--- config.mk ---
export PLATFORM = sky130hd
export DESIGN_NAME = fifo_reader_writer_lock
export DESIGN_NICKNAME = d
export VERILOG_FILES = /design/src/design/rwl_pkg.sv /design/src/design/rwl_front.sv /design/src/design/rwl_waitq.sv /design/src/design/rwl_back.sv /design/src/design/fifo_reader_writer_lock.sv
export SDC_FILE = /design/constraint.sdc
export NUM_CORES = 1
export LEC_CHECK = 0
export BUFFER_PORTS_ARGS = -buffer_cell sky130_fd_sc_hd__buf_2
export CELL_PAD_IN_SITES_DETAIL_PLACEMENT = 1
export CELL_PAD_IN_SITES_GLOBAL_PLACEMENT = 1
export CORE_MARGIN = 4
export CORE_UTILIZATION = 48
export CTS_CLUSTER_SIZE = 16
export DETAILED_ROUTE_END_ITERATION = 10
export PLACE_DENSITY = 0.82
export SETUP_SLACK_MARGIN = 0.4
export SYNTH_ARGS = -nofsm -noshare
export SYNTH_HDL_FRONTEND = slang
export SYNTH_HIERARCHICAL = 1
export SYNTH_SLANG_ARGS = --single-unit
--- constraint.sdc ---
create_clock -name clk -period 3.5 [get_ports clk]
set_clock_uncertainty 0.15 [all_clocks]
set_input_delay 0 -clock clk [delete_from_list [all_inputs] [get_ports clk]]
set_output_delay 0 -clock clk [all_outputs]
set_load 0.02 [all_outputs]
--- src/design/rwl_pkg.sv ---
`default_nettype none

package rwl_pkg;

  localparam int QUEUE_DEPTH_DEF    = 16;
  localparam int THREAD_ID_BITS_DEF = 8;
  localparam int TID_W              = 8;
  localparam int OP_W               = 2;
  localparam int RES_W              = 3;
  localparam int READERS_W          = 8;

  typedef enum logic [OP_W-1:0] {
    OP_READ   = 2'd0,
    OP_WRITE  = 2'd1,
    OP_UNLOCK = 2'd2,
    OP_NONE   = 2'd3
  } op_t;

  typedef enum logic [RES_W-1:0] {
    RES_GRANTED    = 3'd0,
    RES_QUEUED     = 3'd1,
    RES_RELEASED   = 3'd2,
    RES_NOT_HOLDER = 3'd3,
    RES_QUEUE_FULL = 3'd4
  } res_t;

  typedef enum logic {
    ST_IDLE = 1'b0,
    ST_WAKE = 1'b1
  } state_t;

  typedef struct packed {
    op_t              op;
    logic [TID_W-1:0] tid;
  } cmd_t;

  typedef struct packed {
    logic             is_write;
    logic [TID_W-1:0] tid;
  } entry_t;

  typedef struct packed {
    logic   push;
    logic   pop;
    entry_t wdata;
  } q_ctl_t;

  typedef struct packed {
    logic                 writer_held;
    logic [READERS_W-1:0] readers;
    logic                 in_wake;
  } lock_status_t;

endpackage

`default_nettype wire

--- src/design/rwl_front.sv ---
`default_nettype none

module rwl_front #(
  parameter int THREAD_ID_BITS = rwl_pkg::THREAD_ID_BITS_DEF
) (
  input  wire logic                        clk,
  input  wire logic                        rst_n,
  input  wire logic                        in_valid,
  output logic                             in_ready,
  input  wire logic [rwl_pkg::OP_W-1:0]    in_operation,
  input  wire logic [rwl_pkg::TID_W-1:0]   in_thread_id,
  output logic                             cmd_valid,
  output rwl_pkg::cmd_t                    cmd,
  input  wire logic                        cmd_pop
);

  localparam logic [rwl_pkg::TID_W-1:0] TID_MASK =
    (THREAD_ID_BITS >= rwl_pkg::TID_W) ? {rwl_pkg::TID_W{1'b1}}
                                       : rwl_pkg::TID_W'((1 << THREAD_ID_BITS) - 1);

  rwl_pkg::op_t  op_in;
  rwl_pkg::cmd_t slot_r [2];
  logic          wr_ptr_r, wr_ptr_nxt;
  logic          rd_ptr_r, rd_ptr_nxt;
  logic [1:0]    cnt_r, cnt_nxt;
  logic          push;

  assign op_in     = rwl_pkg::op_t'(in_operation);
  assign in_ready  = (cnt_r != 2'd2);
  // An unknown operation is taken and dropped here, so it never reaches the back end.
  assign push      = in_valid && in_ready && (op_in != rwl_pkg::OP_NONE);
  assign cmd_valid = (cnt_r != 2'd0);
  assign cmd       = slot_r[rd_ptr_r];

  always_comb begin
    wr_ptr_nxt = push ? ~wr_ptr_r : wr_ptr_r;
    rd_ptr_nxt = cmd_pop ? ~rd_ptr_r : rd_ptr_r;
    cnt_nxt    = cnt_r;
    if (push && !cmd_pop) begin
      cnt_nxt = cnt_r + 2'd1;
    end else if (!push && cmd_pop) begin
      cnt_nxt = cnt_r - 2'd1;
    end
  end

  always_ff @(posedge clk) begin
    if (!rst_n) begin
      wr_ptr_r <= 1'b0;
      rd_ptr_r <= 1'b0;
      cnt_r    <= 2'd0;
    end else begin
      wr_ptr_r <= wr_ptr_nxt;
      rd_ptr_r <= rd_ptr_nxt;
      cnt_r    <= cnt_nxt;
    end
  end

  always_ff @(posedge clk) begin
    if (push) begin
      slot_r[wr_ptr_r] <= '{op: op_in, tid: in_thread_id & TID_MASK};
    end
  end

endmodule

`default_nettype wire

--- src/design/rwl_waitq.sv ---
`default_nettype none

module rwl_waitq #(
  parameter int QUEUE_DEPTH = rwl_pkg::QUEUE_DEPTH_DEF,
  localparam int CNT_W = $clog2(QUEUE_DEPTH + 1)
) (
  input  wire logic            clk,
  input  wire logic            rst_n,
  input  wire rwl_pkg::q_ctl_t q_ctl,
  output rwl_pkg::entry_t      q_head,
  output rwl_pkg::entry_t      q_next,
  output logic [CNT_W-1:0]     q_count
);

  localparam int IDX_W = (QUEUE_DEPTH > 1) ? $clog2(QUEUE_DEPTH) : 1;
  localparam logic [IDX_W-1:0] LAST_IDX = IDX_W'(QUEUE_DEPTH - 1);

  rwl_pkg::entry_t   mem [QUEUE_DEPTH];
  rwl_pkg::entry_t   head_entry_r;
  rwl_pkg::entry_t   next_entry_r;
  logic [IDX_W-1:0]  head_r, head_nxt, head_nxt2;
  logic [IDX_W-1:0]  tail_r, tail_nxt;
  logic [CNT_W-1:0]  count_r, count_nxt;

  function automatic logic [IDX_W-1:0] wrap_inc(input logic [IDX_W-1:0] idx);
    return (idx == LAST_IDX) ? '0 : idx + 1'b1;
  endfunction

  always_comb begin
    head_nxt  = q_ctl.pop ? wrap_inc(head_r) : head_r;
    head_nxt2 = wrap_inc(head_nxt);
    tail_nxt  = q_ctl.push ? wrap_inc(tail_r) : tail_r;
    count_nxt = count_r;
    if (q_ctl.push && !q_ctl.pop) begin
      count_nxt = count_r + 1'b1;
    end else if (!q_ctl.push && q_ctl.pop) begin
      count_nxt = count_r - 1'b1;
    end
  end

  always_ff @(posedge clk) begin
    if (!rst_n) begin
      head_r  <= '0;
      tail_r  <= '0;
      count_r <= '0;
    end else begin
      head_r  <= head_nxt;
      tail_r  <= tail_nxt;
      count_r <= count_nxt;
    end
  end

  // The head and the entry behind it are read every cycle; a write to either slot is
  // forwarded so the registered copies always match the memory.
  always_ff @(posedge clk) begin
    if (q_ctl.push) begin
      mem[tail_r] <= q_ctl.wdata;
    end
    head_entry_r <= (q_ctl.push && (tail_r == head_nxt)) ? q_ctl.wdata : mem[head_nxt];
    next_entry_r <= (q_ctl.push && (tail_r == head_nxt2)) ? q_ctl.wdata : mem[head_nxt2];
  end

  assign q_head  = head_entry_r;
  assign q_next  = next_entry_r;
  assign q_count = count_r;

endmodule

`default_nettype wire

--- src/design/rwl_back.sv ---
`default_nettype none

module rwl_back #(
  parameter int QUEUE_DEPTH = rwl_pkg::QUEUE_DEPTH_DEF,
  localparam int CNT_W = $clog2(QUEUE_DEPTH + 1)
) (
  input  wire logic                        clk,
  input  wire logic                        rst_n,
  input  wire logic                        cmd_valid,
  input  wire rwl_pkg::cmd_t               cmd,
  output logic                             cmd_pop,
  output rwl_pkg::q_ctl_t                  q_ctl,
  input  wire rwl_pkg::entry_t             q_head,
  input  wire rwl_pkg::entry_t             q_next,
  input  wire logic [CNT_W-1:0]            q_count,
  output logic                             out_valid,
  input  wire logic                        out_ready,
  output logic [rwl_pkg::RES_W-1:0]        out_event_res,
  output logic [rwl_pkg::TID_W-1:0]        out_event_thread,
  output logic                             out_event_is_write,
  output logic                             out_last,
  output rwl_pkg::lock_status_t            status
);

  localparam logic [CNT_W-1:0] FULL_CNT = CNT_W'(QUEUE_DEPTH);
  localparam logic [CNT_W-1:0] ONE_CNT  = CNT_W'(1);
  localparam logic [rwl_pkg::READERS_W-1:0] READERS_MAX = '1;

  rwl_pkg::state_t                state_r, state_nxt;
  logic                           writer_held_r, writer_held_nxt;
  logic [rwl_pkg::TID_W-1:0]      writer_thread_r, writer_thread_nxt;
  logic [rwl_pkg::READERS_W-1:0]  readers_r, readers_nxt;
  logic [rwl_pkg::READERS_W-1:0]  readers_inc, readers_dec;
  logic                           out_valid_r, out_valid_nxt;
  rwl_pkg::res_t                  res_r, res_nxt;
  logic [rwl_pkg::TID_W-1:0]      thread_r, thread_nxt;
  logic                           is_write_r, is_write_nxt;
  logic                           last_r, last_nxt;
  logic                           can_emit, emit;
  logic                           wake_start, wake_end;
  logic                           wake_after_w, wake_after_r;

  assign can_emit    = !out_valid_r || out_ready;
  assign readers_inc = (readers_r == READERS_MAX) ? readers_r : readers_r + 1'b1;
  assign readers_dec = readers_r - 1'b1;

  // Whether a release leaves work for the wake-up pass, for a write or a read release.
  assign wake_after_w = (q_count != '0) &&
                        (!q_head.is_write || (readers_r == '0));
  assign wake_after_r = (q_count != '0) &&
                        (!q_head.is_write || ((readers_dec == '0) && !writer_held_r));

  always_comb begin
    state_nxt = state_r;
    unique case (state_r)
      rwl_pkg::ST_IDLE: begin
        if (wake_start) begin
          state_nxt = rwl_pkg::ST_WAKE;
        end
      end
      rwl_pkg::ST_WAKE: begin
        if (wake_end) begin
          state_nxt = rwl_pkg::ST_IDLE;
        end
      end
      default: state_nxt = rwl_pkg::ST_IDLE;
    endcase
  end

  always_comb begin
    cmd_pop           = 1'b0;
    q_ctl             = '0;
    emit              = 1'b0;
    wake_start        = 1'b0;
    wake_end          = 1'b0;
    writer_held_nxt   = writer_held_r;
    writer_thread_nxt = writer_thread_r;
    readers_nxt       = readers_r;
    res_nxt           = res_r;
    thread_nxt        = thread_r;
    is_write_nxt      = is_write_r;
    last_nxt          = last_r;
    unique case (state_r)
      rwl_pkg::ST_IDLE: begin
        if (cmd_valid && can_emit) begin
          cmd_pop      = 1'b1;
          emit         = 1'b1;
          thread_nxt   = cmd.tid;
          last_nxt     = 1'b1;
          is_write_nxt = 1'b0;
          unique case (cmd.op)
            rwl_pkg::OP_READ, rwl_pkg::OP_WRITE: begin
              is_write_nxt = (cmd.op == rwl_pkg::OP_WRITE);
              if ((cmd.op == rwl_pkg::OP_READ) && !writer_held_r && (q_count == '0)) begin
                readers_nxt = readers_inc;
                res_nxt     = rwl_pkg::RES_GRANTED;
              end else if ((cmd.op == rwl_pkg::OP_WRITE) && !writer_held_r &&
                           (readers_r == '0)) begin
                writer_held_nxt   = 1'b1;
                writer_thread_nxt = cmd.tid;
                res_nxt           = rwl_pkg::RES_GRANTED;
              end else if (q_count == FULL_CNT) begin
                res_nxt = rwl_pkg::RES_QUEUE_FULL;
              end else begin
                q_ctl.push           = 1'b1;
                q_ctl.wdata.is_write = (cmd.op == rwl_pkg::OP_WRITE);
                q_ctl.wdata.tid      = cmd.tid;
                res_nxt              = rwl_pkg::RES_QUEUED;
              end
            end
            rwl_pkg::OP_UNLOCK: begin
              if (writer_held_r && (writer_thread_r == cmd.tid)) begin
                writer_held_nxt   = 1'b0;
                writer_thread_nxt = '0;
                res_nxt           = rwl_pkg::RES_RELEASED;
                is_write_nxt      = 1'b1;
                wake_start        = wake_after_w;
                last_nxt          = !wake_after_w;
              end else if (readers_r != '0) begin
                readers_nxt = readers_dec;
                res_nxt     = rwl_pkg::RES_RELEASED;
                wake_start  = wake_after_r;
                last_nxt    = !wake_after_r;
              end else begin
                res_nxt = rwl_pkg::RES_NOT_HOLDER;
              end
            end
            default: begin
              emit = 1'b0;
            end
          endcase
        end
      end
      rwl_pkg::ST_WAKE: begin
        if (can_emit) begin
          emit       = 1'b1;
          q_ctl.pop  = 1'b1;
          res_nxt    = rwl_pkg::RES_GRANTED;
          thread_nxt = q_head.tid;
          if (q_head.is_write) begin
            writer_held_nxt   = 1'b1;
            writer_thread_nxt = q_head.tid;
            is_write_nxt      = 1'b1;
            wake_end          = 1'b1;
          end else begin
            readers_nxt  = readers_inc;
            is_write_nxt = 1'b0;
            wake_end     = (q_count == ONE_CNT) || q_next.is_write;
          end
          last_nxt = wake_end;
        end
      end
      default: begin
        emit = 1'b0;
      end
    endcase
    out_valid_nxt = emit ? 1'b1 : (out_ready ? 1'b0 : out_valid_r);
  end

  always_ff @(posedge clk) begin
    if (!rst_n) begin
      state_r         <= rwl_pkg::ST_IDLE;
      writer_held_r   <= 1'b0;
      writer_thread_r <= '0;
      readers_r       <= '0;
      out_valid_r     <= 1'b0;
    end else begin
      state_r         <= state_nxt;
      writer_held_r   <= writer_held_nxt;
      writer_thread_r <= writer_thread_nxt;
      readers_r       <= readers_nxt;
      out_valid_r     <= out_valid_nxt;
    end
  end

  always_ff @(posedge clk) begin
    res_r      <= res_nxt;
    thread_r   <= thread_nxt;
    is_write_r <= is_write_nxt;
    last_r     <= last_nxt;
  end

  assign out_valid          = out_valid_r;
  assign out_event_res      = res_r;
  assign out_event_thread   = thread_r;
  assign out_event_is_write = is_write_r;
  assign out_last           = last_r;

  assign status.writer_held = writer_held_r;
  assign status.readers     = readers_r;
  assign status.in_wake     = (state_r == rwl_pkg::ST_WAKE);

endmodule

`default_nettype wire

--- src/design/fifo_reader_writer_lock.sv ---
`default_nettype none

// Lock manager for one reader-writer lock with a FIFO of waiting requests. A front end
// takes each request, drops unknown operations and places the rest in a two-entry command
// queue; the back end executes one command at a time against the lock state and the wait
// queue, which is a memory with registered reads of its head and next entries. A read or
// write lock request presents its one result in the cycle after the back end takes it.
// An unlock produces one release or error result and then one grant per woken waiter,
// one result per cycle while the result channel does not stall, and holds the back end
// until its last grant. The single output register sets that pace, and a stalled result
// channel stalls the back end while the front end keeps taking up to two more requests.
module fifo_reader_writer_lock #(
  parameter int QUEUE_DEPTH    = rwl_pkg::QUEUE_DEPTH_DEF,
  parameter int THREAD_ID_BITS = rwl_pkg::THREAD_ID_BITS_DEF
) (
  input  wire logic                      clk,
  input  wire logic                      rst_n,
  input  wire logic                      in_valid,
  output logic                           in_ready,
  input  wire logic [rwl_pkg::OP_W-1:0]  in_operation,
  input  wire logic [rwl_pkg::TID_W-1:0] in_thread_id,
  output logic                           out_valid,
  input  wire logic                      out_ready,
  output logic [rwl_pkg::RES_W-1:0]      out_event_res,
  output logic [rwl_pkg::TID_W-1:0]      out_event_thread,
  output logic                           out_event_is_write,
  output logic                           out_last
);

  localparam int CNT_W = $clog2(QUEUE_DEPTH + 1);

  logic                  cmd_valid;
  rwl_pkg::cmd_t         cmd;
  logic                  cmd_pop;
  rwl_pkg::q_ctl_t       q_ctl;
  rwl_pkg::entry_t       q_head;
  rwl_pkg::entry_t       q_next;
  logic [CNT_W-1:0]      q_count;
  rwl_pkg::lock_status_t status;

  rwl_front #(
    .THREAD_ID_BITS(THREAD_ID_BITS)
  ) u_front (
    .clk         (clk),
    .rst_n       (rst_n),
    .in_valid    (in_valid),
    .in_ready    (in_ready),
    .in_operation(in_operation),
    .in_thread_id(in_thread_id),
    .cmd_valid   (cmd_valid),
    .cmd         (cmd),
    .cmd_pop     (cmd_pop)
  );

  rwl_waitq #(
    .QUEUE_DEPTH(QUEUE_DEPTH)
  ) u_waitq (
    .clk    (clk),
    .rst_n  (rst_n),
    .q_ctl  (q_ctl),
    .q_head (q_head),
    .q_next (q_next),
    .q_count(q_count)
  );

  rwl_back #(
    .QUEUE_DEPTH(QUEUE_DEPTH)
  ) u_back (
    .clk               (clk),
    .rst_n             (rst_n),
    .cmd_valid         (cmd_valid),
    .cmd               (cmd),
    .cmd_pop           (cmd_pop),
    .q_ctl             (q_ctl),
    .q_head            (q_head),
    .q_next            (q_next),
    .q_count           (q_count),
    .out_valid         (out_valid),
    .out_ready         (out_ready),
    .out_event_res     (out_event_res),
    .out_event_thread  (out_event_thread),
    .out_event_is_write(out_event_is_write),
    .out_last          (out_last),
    .status            (status)
  );

  a_writer_excludes_readers: assert property (@(posedge clk) disable iff (!rst_n)
    status.writer_held |-> (status.readers == '0))
    else $error("write lock held while read locks are counted");

  a_queue_bound: assert property (@(posedge clk) disable iff (!rst_n)
    q_count <= CNT_W'(QUEUE_DEPTH))
    else $error("wait queue count exceeds its depth");

  a_wake_needs_waiter: assert property (@(posedge clk) disable iff (!rst_n)
    status.in_wake |-> (q_count != '0))
    else $error("wake-up pass running with an empty wait queue");

  a_no_push_pop: assert property (@(posedge clk) disable iff (!rst_n)
    !(q_ctl.push && q_ctl.pop))
    else $error("wait queue pushed and popped in one cycle");

endmodule

`default_nettype wire

### Word level (Yosys, flattened, before mapping)

Memory sizes are Yosys's and may differ from the RTL's. A register that Yosys moved wholly into a read port is not among the register bits.
Cells that the tools add are included.

* flip-flop bits (word level): 49
* latch bits: 0
* RAM bits: 164
* bits in read-only memories: 0
* input bits: 14
* output and inout port bits: 15
* logic and storage cells: 190
* memories: 2

Memory list
* u_waitq.mem: words 16, bits a word 9, rd ports 2, clocked after Yosys merged registers in 2, wr ports 1, line rwl_waitq.sv:18 `rwl_pkg::entry_t mem [QUEUE_DEPTH];`
* u_front.slot_r: words 2, bits a word 10, rd ports 1, clocked after Yosys merged registers in 1, wr ports 1, line rwl_front.sv:22 `rwl_pkg::cmd_t slot_r [2];`

* add/sub/neg operators: 9
* multiply operators: 0
* div/mod/pow operators: 0
* order comparisons: 0
* equal/unequal tests: 22
* shift-type cells: 0
* muxes and demuxes: 95
* bitwise gates (word level): 3
* reductions and logical operators: 44

Operators with widths (count)
* 8-bit two-way mux: 15
* 8-bit one-hot mux with 2 select lines: 5
* 9-bit two-way mux: 6
* 1-bit two-way mux: 47
* 8-bit logical NOT: 2
* 4-bit two-way mux: 4
* 1-bit logical AND: 15
* 3-bit two-way mux: 5
* 1-bit one-hot mux with 2 select lines: 7
* 7-bit AND reduction: 2
* 4-bit by 1-bit adder with 4-bit output, second input constant: 3
* 4-bit == test, second input constant: 3
* 3-bit by 2-bit inequality test with 1-bit output, second input constant: 4
* 3-bit one-hot mux with 2 select lines: 2
* 5-bit two-way mux: 2
* 2-bit inequality test, second input constant: 5
* 1-bit logical NOT: 9
* 3-bit inequality test, second input constant: 3
* 8-bit by 1-bit adder with 8-bit output, second input constant: 1
* 8-bit == test: 1
* 8-bit == test, second input constant: 1
* 2-bit nonzero test: 4
* 8-bit nonzero test: 1
* 8-bit by 1-bit subtractor with 8-bit output, second input constant: 1
* other kinds (19): 25

### Logic depth before layout (Yosys ltp)

Gate-level depths: netlist of run 1.

* depth in word-level cells: 12
* mapped depth: 14
* gate-level depth less buffers: 11

### By module

Netlist of run 1, hierarchy kept.

By module, submodules not included
* rwl_waitq: instances 1, cells each 431, area each 7806.2 um2, seq. area each 4744.6 um2
* rwl_back: instances 1, cells each 279, area each 2322.2 um2, seq. area each 770.7 um2
* rwl_front: instances 1, cells each 56, area each 953.4 um2, seq. area each 700.7 um2

### Least setup slack after synthesis of run 1

No wires, ideal clock.

* path type: flip-flop to flip-flop
* from: reg (tool-made name)
* to: reg u_waitq.count_r[4], in the netlist u_waitq/q_count[4]
* library setup time: 0.072 ns
* arrival time: 3.004 ns
* required time: 3.278 ns
* path slack: 0.274 ns
* stages on the path, launching flop included: 15
* path buffers: 3
* period minus slack after synthesis: 3.226 ns
* path through: dfxtp_1 buf_2 mux2_2 buf_2 nor2b_1 a41oi_4 and3_1 clkbuf_1 ha_1 inv_1 ha_1 a21oi_1 a211oi_1 a31oi_1 mux2i_1

RTL lines
* to (signal assigned): line rwl_waitq.sv:49 `count_r <= count_nxt;`
* to (decl): line rwl_waitq.sv:23 `logic [CNT_W-1:0] count_r, count_nxt;`

==> summary.md, run 1 <==
| Metric | Value |
|---|---|
| Crit Path Class | flop to flop |
| Worst-Skew Late Latency | 0.52 ns |
| Rows | 52 |
| Syn nets | 738 |
| Post-DP HPWL | 17.75 mm |
| CTS H-tree depth | 1 |
| Worst EP required | 3.58 ns |
| First-pass GRT wire length | 40.04 mm |
| Routed Antenna Nets | 0 |
| Min cycle time layout | 3.077 ns |
| Die width | 153.3 um |
| Tcrit/Tclk final | 87.90% |
| Placed insts | 978 |
| Status | complete, no violations |
| Crit path DAT | 3.15 ns |
| Hold WC Path Type | input port to flop |
| Clock Path Buffers | 3 |
| Clock root cell | clkbuf_16 |
| Routed WL per cell | 25.30 um |
| Power per Cell Area | 729.0 mW/mm^2 |
| Fin. Hold Viols | 0 |
| Global-route usage over all layers | 22.02% |
| Max stage delay on crit path | 0.63 ns |
| Vias in the first global route | 6693 |
| # nets final | 777 |
| Synth Warn # | 6 |
| Setup TNS | 0 ns |
| Register Area | 0.006218 sq mm |
| Buffers added on ports | 28 |
| Family with the most delay on the worst path | compound AO/OA/AOI/OAI gates |
| I/O pin cnt | 29 |
| DR DRC count | 0 |
| Mapped cell area | 0.01013 sq mm |
| CP Launch Type | flop |
| Clk pin slew, worst setup/hold paths | 0.06 ns |
| Largest net degree at the start of global routing | 43 |
| Die Span Y | 153.3 um |
| DRT iter0 DRCs | 551 |
| Number of buffers created by CTS | 24 |
| # fillers | 1982 |
| Core area | 0.02049 sq mm |
| Layout cells sized above 1 | 18.69% |
| Post-CTS setup buffers | 0 |
| Post-Layout Cell Count | 1035 |
| Peak supply drop | 400.8 uV |
| Slew headroom | 28.45% |
| Mapped Avg Cell Area | 14.31 sq um |
| P&R area growth vs syn | 12.33% |
| CTS sink count | 222 |
| Unrepaired setup endpoints after global routing | yes |
| Buf/Inv on CP | 1 |
| Number of max-cap violations | 0 |
| Worst path cell trace | buf_4 > mux2_2 > xnor2_1 > nand4_1 > or3_1 > a2111oi_1 > a22oi_1 |
| Area of the multi-input gates | 0.003546 sq mm |
| Worst slew pin tran | 1.069 ns |
| N_diodes | 0 |
| Max Transition Viols Final | 0 |
| Static Leak | 4.025 nW |
| Initial antenna violation count | 0 |
| Global route total overflow | 0 |
| CP max-delay cell | a2111oi_1 |
| Initial Util | 49.42% |
| Critical path endpoint category | flop |
| CTS tree | yes |
| Final wirelength | 26.19 mm |
| First-pass iteration count of the detailed router | 5 |
| Setup violators final | 0 |
| Die Area | 0.02349 sq mm |
| Via count | 6359 |
| Fmax | 325.0 MHz |
| Post-synthesis cell count | 708 |
| CP max FO | 8 |
| GP Congestion | 0.8862 |
| DR vias/cell | 6.144 |
where the power goes:
group          switching, mW  total [mW]  internal (mW)
logic                   1.49        2.34          0.852
registers              0.208        3.47           3.26
clock network           1.00        2.48           1.48
total                   2.70        8.29           5.60
worst register-to-register path, cell delays in order (launching register included):
cell and delay, ns:
dfxtp_1 0.41, buf_4 0.22, mux2_2 0.40, xnor2_1 0.22
nand4_1 0.17, or3_1 0.45, a2111oi_1 0.63, a22oi_1 0.15
state kept, by name, summed over array words and instances, names as in the netlist, named ones only:
name and count:
u_back/out_valid 1, u_front/wr_ptr_r 1, u_waitq/mem 144, u_waitq/tail_r 4, u_front/cnt_r 2, u_waitq/q_count 5, u_back/writer_thread_r 8, u_back/state_r 1
u_back/out_last 1, u_front/rd_ptr_r 1, u_back/out_event_is_write 1, u_back/writer_held_r 1, u_back/readers_r 8, u_back/out_event_thread 8, u_waitq/head_r 4, u_back/out_event_res 3
u_front/slot_r 20
stage by stage:
step,power (mW),hold slack [ns],setup WS [ns],area (sq um),utilization (%)
4_1_cts,8.305,0.05798,0.3793,11360,55.43
5_1_grt,8.701,0.06949,0.3169,11380,55.51
2_1_floorplan,5.048,-0.05113,0.4158,10130,-
3_3_place_gp,5.598,0.03697,0.5032,10430,50.91
6_report,8.294,0.07181,0.4235,11380,55.51
3_5_place_dp,5.755,0.04505,0.3375,10430,50.91
layout make-up:
cell class              instances  area share (%)
flip-flops and latches        222           54.66
multi-input cells             414           31.17
clock buffers                  29           5.444
repair buffers                 58           3.497
well taps                     270           2.969
clock inverters                15           1.375
inverters                      27          0.8908
placed cells by master, fill, tap and decap left out, types with 6 or more instances in the layout:
master         instances
inv_1                 27
or3_1                  6
nor2_1                21
mux2i_1                8
mux4_2                22
a41o_1                 9
dfxtp_1               43
a21oi_1               12
buf_2                 28
mux2_2                 8
xnor2_1               12
a211oi_1              14
clkinv_2               7
ha_1                  15
dlygate4sd3_1         13
clkbuf_16             24
nor3_1                 8
and2_1                25
buf_4                 17
and2_2                14
nand2_1               62
o21ai_0               25
a22oi_1               21
and3_1                 8
nand2b_1              10
edfxtp_1             177
nor2b_1                9
mux4_1                16
nand3_1               11
worst paths after layout:
check / start / endpoint / slack, ns / depth (start not counted)
worst max-delay path: flop / u_back/out_last / 0.42 / 7
worst min register to register: u_front/wr_ptr_r / u_front/wr_ptr_r / 0.34 / 2
worst min-delay path: in_thread_id[4] / u_front/slot_r[0][4] / 0.07 / 2
worst max register to register: flop / u_back/out_last / 0.42 / 7
repair_timing:
action                     CTS  global route
setup endpoints to repair   81           118
pin swaps                    0             2
hold endpoints to repair    46             0
hold buffers                13             0
resized for setup           11             9
per-layer routing:
layer,GRT usage (%),vias up,part of all wire [%]
met3,3.506,53,5.8
met5,0,-,0
met4,6.619,0,3.2
met1,28.46,3236,40
li1,-,2816,-
met2,38.46,254,51
(Power assumes the default switching activity.)
==> run 2, diff against run 1 <==
Settings changed: CORE_UTILIZATION 48 to 44, PLACE_DENSITY 0.82 to 0.77.
==> summary.md, run 2 (same netlist as run 1, synthesis figures left out) <==
| Metric | Value |
|---|---|
| Largest Register | u_waitq/mem |
| Largest register FFs | 144 |
| Peak supply drop | 412.5 uV |
| Pwr Total | 8.116 mW |
| NetSw | 2.682 mW |
| Final wirelength | 25.00 mm |
| Initial Util | 44.74% |
| # fillers | 2226 |
| Power per Cell Area | 715.5 mW/mm^2 |
| Internal Pwr Total | 5.435 mW |
| Placed Area | 0.01046 sq mm |
| Max Transition Viols Final | 0 |
| CP max FO | 9 |
| Sw frac | 33.04% |
| Register share of total power | 42.6% |
| I/O pin cnt | 29 |
| Worst slew pin tran | 1.056 ns |
| CTS H-tree depth | 1 |
| Via count | 6260 |
| Tcrit/Tclk final | 86.07% |
| Slew headroom | 28.86% |
| Worst EP required | 3.80 ns |
| Hold Startpoint | in_thread_id[0] |
| GP Congestion | 0.8984 |
| Number of buffers created by CTS | 23 |
| Number of max-cap violations | 0 |
| Setup ws final | 0.4875 ns |
| Placed insts | 994 |
| R2R Setup Slk | 0.49 ns |
| Clock root cell | clkbuf_16 |
| Final instance area | 0.01134 sq mm |
| Die Span Y | 159.7 um |
| Clock Path Buffers | 3 |
| Min cycle time layout | 3.013 ns |
| First-pass GRT wire length | 39.16 mm |
| Die width | 159.7 um |
| Initial antenna violation count | 0 |
| Unrepaired setup endpoints after global routing | yes |
| CTS tree | yes |
| Fmax | 331.9 MHz |
| R2r worst-path depth | 12 |
| Core area | 0.02264 sq mm |
| DR vias/cell | 5.973 |
| CTS sink count | 222 |
| Fin. Hold Viols | 0 |
| Hold WC Path Type | input port to flop |
| Crit Path Class | flop to flop |
| Post-Layout Cell Count | 1048 |
| Critical path endpoint category | flop |
| Global route total overflow | 0 |
| Post-DP HPWL | 16.95 mm |
| CP Launch Type | flop |
| Setup TNS | 0 ns |
| Hold depth | 2 |
| Commonest non-fill, non-tap cell in the layout | edfxtp_1 |
| Vias in the first global route | 6688 |
| Routed WL per cell | 23.85 um |
| # nets final | 779 |
| DRT iter0 DRCs | 457 |
| Die Area | 0.02551 sq mm |
| Worst Hold Endpoint | u_front/slot_r[1][0] |
| Clock share of power | 28.1% |
| Register Area | 0.006218 sq mm |
| Top flop regs | u_waitq/mem: 144 flops, u_front/slot_r: 20 flops |
| Place WS | 0.2709 ns |
| Static Leak | 3.976 nW |
| P&R area growth vs syn | 12.00% |
| First-pass iteration count of the detailed router | 5 |
| Crit path DAT | 3.31 ns |
| Status | complete, no violations |
| R2r endpoint | u_waitq/q_count[4] |
| Worst-Skew Late Latency | 0.52 ns |
| Area of the multi-input gates | 0.003542 sq mm |
| Global-route usage over all layers | 19.51% |
| Clk pin slew, worst setup/hold paths | 0.06 ns |
| Combinational fraction of design power | 29.3% |
| Rows | 55 |
| Buffers added on ports | 28 |
| DR DRC count | 0 |
| Setup violators final | 0 |
| Routed Antenna Nets | 0 |
| Largest net degree at the start of global routing | 43 |
| N_diodes | 0 |
| Commonest cells after routing, fill and taps aside | edfxtp_1 (177), nand2_1 (62), dfxtp_1 (43) |
| Layout cells sized above 1 | 18.61% |
## run 2: area by class of cell
type	instances	area share (%)
inverter	27	0.9265
clock buffer	27	5.206
tap	285	3.144
timing repair buffer	61	3.706
clock inverter	12	0.9707
sequential	222	54.82
multi-input combinational	414	31.23
## run 2: layer usage
layer | global-route usage [%] | vias up | wire (um)
met5 | 0 | - | 0
met4 | 4.536 | 0 | 530
met3 | 2.839 | 33 | 1305
met2 | 34.98 | 196 | 12810
met1 | 25.18 | 3222 | 10350
li1 | - | 2809 | -
## run 2: power groups by stage
stage | clock network, mW | logic [mW] | registers, mW
5_1_grt | 2.47 | 2.57 | 3.49
4_1_cts | 2.34 | 2.30 | 3.45
3_5_place_dp | 0 | 2.26 | 3.50
2_1_floorplan | 0 | 1.54 | 3.50
6_report | 2.28 | 2.38 | 3.46
3_3_place_gp | 0 | 2.15 | 3.49
## run 2: critical path: stages, from the launching register on
cell and delay, ns:
dfxtp_1 0.33, buf_4 0.19, mux2_4 0.37, nor3_1 0.16, o21ai_1 0.13, and3_1 0.24
ha_1 0.21, inv_2 0.11, ha_1 0.29, a21oi_2 0.20, a211oi_1 0.12, a31oi_1 0.23
mux2i_1 0.21
## run 2: how the worst max path moves through the flow
stage	startpoint	endpoint	slack (ns)	cells past startpoint
6_report	flop	u_waitq/q_count[4]	0.49	12
5_1_grt	flop	u_waitq/q_count[4]	0.33	12
4_1_cts	flop	u_waitq/q_count[4]	0.37	12
3_5_place_dp	u_waitq/q_count[0]	u_waitq/q_count[4]	0.27	10
3_3_place_gp	u_waitq/q_count[0]	u_waitq/q_count[4]	0.46	10
2_1_floorplan	flop	u_waitq/q_count[4]	0.42	14
## run 2: what timing repair did
item	in CTS	in global routing
buffers inserted	0	2
endpoints found under the hold margin	57	0
endpoints found under the setup margin	39	157
pin swaps	0	2
hold buffers	13	0
gates resized for setup	7	10
## run 2: stage by stage
stage          util, %  hold WS [ns]
2_1_floorplan        -      -0.05113
3_3_place_gp     46.20       0.03701
3_5_place_dp     46.20       0.04696
4_1_cts          49.94       0.04912
5_1_grt          50.10       0.05540
6_report         50.10       0.05591
==> run 3, diff against run 2 <==
==> constraint.sdc (replaced) <==
create_clock -name clk -period 3.5 [get_ports clk]
set_clock_uncertainty 0.15 [all_clocks]
set_input_delay 0.7 -clock clk [delete_from_list [all_inputs] [get_ports clk]]
set_output_delay 0.7 -clock clk [all_outputs]
set_load 0.02 [all_outputs]
==> summary.md, run 3 (same netlist as run 1, synthesis figures left out) <==
| Metric | Value |
|---|---|
| Number of max-cap violations | 0 |
| Global route total overflow | 0 |
| Routed WL per cell | 23.88 um |
| Largest register FFs | 144 |
| CTS H-tree depth | 1 |
| Buffers added on ports | 28 |
| P&R area growth vs syn | 12.17% |
| First-pass GRT wire length | 39.32 mm |
| Crit path DAT | 3.25 ns |
| Hold WC Path Type | input port to flop |
| Largest net degree at the start of global routing | 26 |
| Register Area | 0.006218 sq mm |
| Top flop regs | u_waitq/mem: 144 flops, u_front/slot_r: 20 flops |
| DR vias/cell | 6.013 |
| Commonest cells after routing, fill and taps aside | edfxtp_1 (177), nand2_1 (62), dfxtp_1 (43) |
| Fin. Hold Viols | 0 |
| Layout cells sized above 1 | 18.88% |
| First-pass iteration count of the detailed router | 5 |
| Worst EP required | 3.80 ns |
| Static Leak | 4.009 nW |
| Peak supply drop | 478.9 uV |
| Power per Cell Area | 753.7 mW/mm^2 |
| Routed Antenna Nets | 0 |
| Via count | 6235 |
| Vias in the first global route | 6634 |
| Min cycle time layout | 2.954 ns |
| Worst-Skew Late Latency | 0.53 ns |
| Unrepaired setup endpoints after global routing | yes |
| Initial antenna violation count | 1 |
| Max Transition Viols Final | 0 |
| Die Area | 0.02551 sq mm |
| # nets final | 765 |
| CTS sink count | 222 |
| Fmax | 338.5 MHz |
| Critical path endpoint category | flop |
| Setup TNS | 0 ns |
| Post-DP HPWL | 16.98 mm |
| Worst slew pin tran | 0.8281 ns |
| Final instance area | 0.01136 sq mm |
| Die Span Y | 159.7 um |
| GP Congestion | 0.8831 |
| Clock root cell | clkbuf_16 |
| DRT iter0 DRCs | 458 |
| Slew headroom | 44.21% |
| Placed Area | 0.01046 sq mm |
| Final wirelength | 24.77 mm |
| N_diodes | 0 |
| Number of buffers created by CTS | 23 |
| Initial Util | 44.74% |
| CP Launch Type | flop |
| Area of the multi-input gates | 0.003531 sq mm |
| Global-route usage over all layers | 19.44% |
| Clock Path Buffers | 3 |
| CTS tree | yes |
| Rows | 55 |
| Crit Path Class | flop to flop |
| I/O pin cnt | 29 |
| Core area | 0.02264 sq mm |
| CP max FO | 5 |
| Die width | 159.7 um |
| # fillers | 2220 |
| Status | complete, no violations |
| Setup violators final | 0 |
| Tcrit/Tclk final | 84.40% |
| Pwr Total | 8.563 mW |
| Clk pin slew, worst setup/hold paths | 0.07 ns |
| Largest Register | u_waitq/mem |
| DR DRC count | 0 |
| Number of hold buffers added after CTS | 0 |
| Commonest non-fill, non-tap cell in the layout | edfxtp_1 |
## run 3: cell count changes in the layout (fill, tap and decap cells not counted), sizes merged, moves of 3 or more
| cell | delta |
|---|---|
| inv | +4 |
| clkinvlp | -3 |
| bufinv | +6 |
| clkbuf | -3 |
| dlygate4sd3 | -13 |
## run 3: worst paths after layout
path	startpoint	end	slack, ns	cells after the start
setup / recovery	u_waitq/q_count[0]	u_waitq/q_count[4]	0.55	10
hold / removal	in_thread_id[7]	u_front/slot_r[1][7]	0.23	1
setup reg to reg	u_waitq/q_count[0]	u_waitq/q_count[4]	0.55	10
hold reg to reg	u_front/wr_ptr_r	u_front/wr_ptr_r	0.34	2
## run 3: per-layer routing
metal / vias up / global-route usage, % / routed length, um
met2: 187 / 33.44 / 12370
met1: 3205 / 25.78 / 10450
met5: - / 0 / 0
met4: 0 / 5.562 / 806
li1: 2792 / - / -
met3: 51 / 2.994 / 1138
## run 3: what timing repair did
action                     in CTS  in global routing
setup endpoints to repair      64                132
cloned                          0                  0
pin swaps                       0                  1
gates resized for setup         8                  4
setup buffers                   0                  1
## run 3: layout make-up
class                           count  area share [%]
Clock buffer                       24           5.099
Tap cell                          285           3.139
Clock inverter                     18           2.566
Timing Repair Buffer               47           2.489
Multi-Input combinational cell    414           31.08
Inverter                           27          0.8921
Sequential cell                   222           54.74
## run 3: power breakdown
part | switching, mW | internal, mW | total [mW]
Sequential | 0.196 | 3.26 | 3.45
Clock | 1.05 | 1.74 | 2.79
Combinational | 1.47 | 0.855 | 2.32
Total | 2.71 | 5.85 | 8.56
## run 3: worst max-delay path: stages, from the launching register on
cell and delay [ns]:
dfxtp_1 0.38, nor4_2 0.49, o21ai_0 0.27, and3_1 0.26
ha_1 0.20, inv_1 0.15, ha_1 0.30, a21oi_2 0.18
a211oi_1 0.10, a31oi_1 0.20, mux2i_1 0.19
## run 3: stage by stage
stage	hold slack [ns]	std cells	utilization, %	setup WS (ns)
4_1_cts	0.2117	1036	50.11	0.3811
5_1_grt	0.2194	1037	50.18	0.3451
6_report	0.2255	1037	50.18	0.5458
3_5_place_dp	0.3232	994	46.20	0.3165
3_3_place_gp	0.3142	994	46.20	0.4773
2_1_floorplan	0.3014	708	-	0.4158
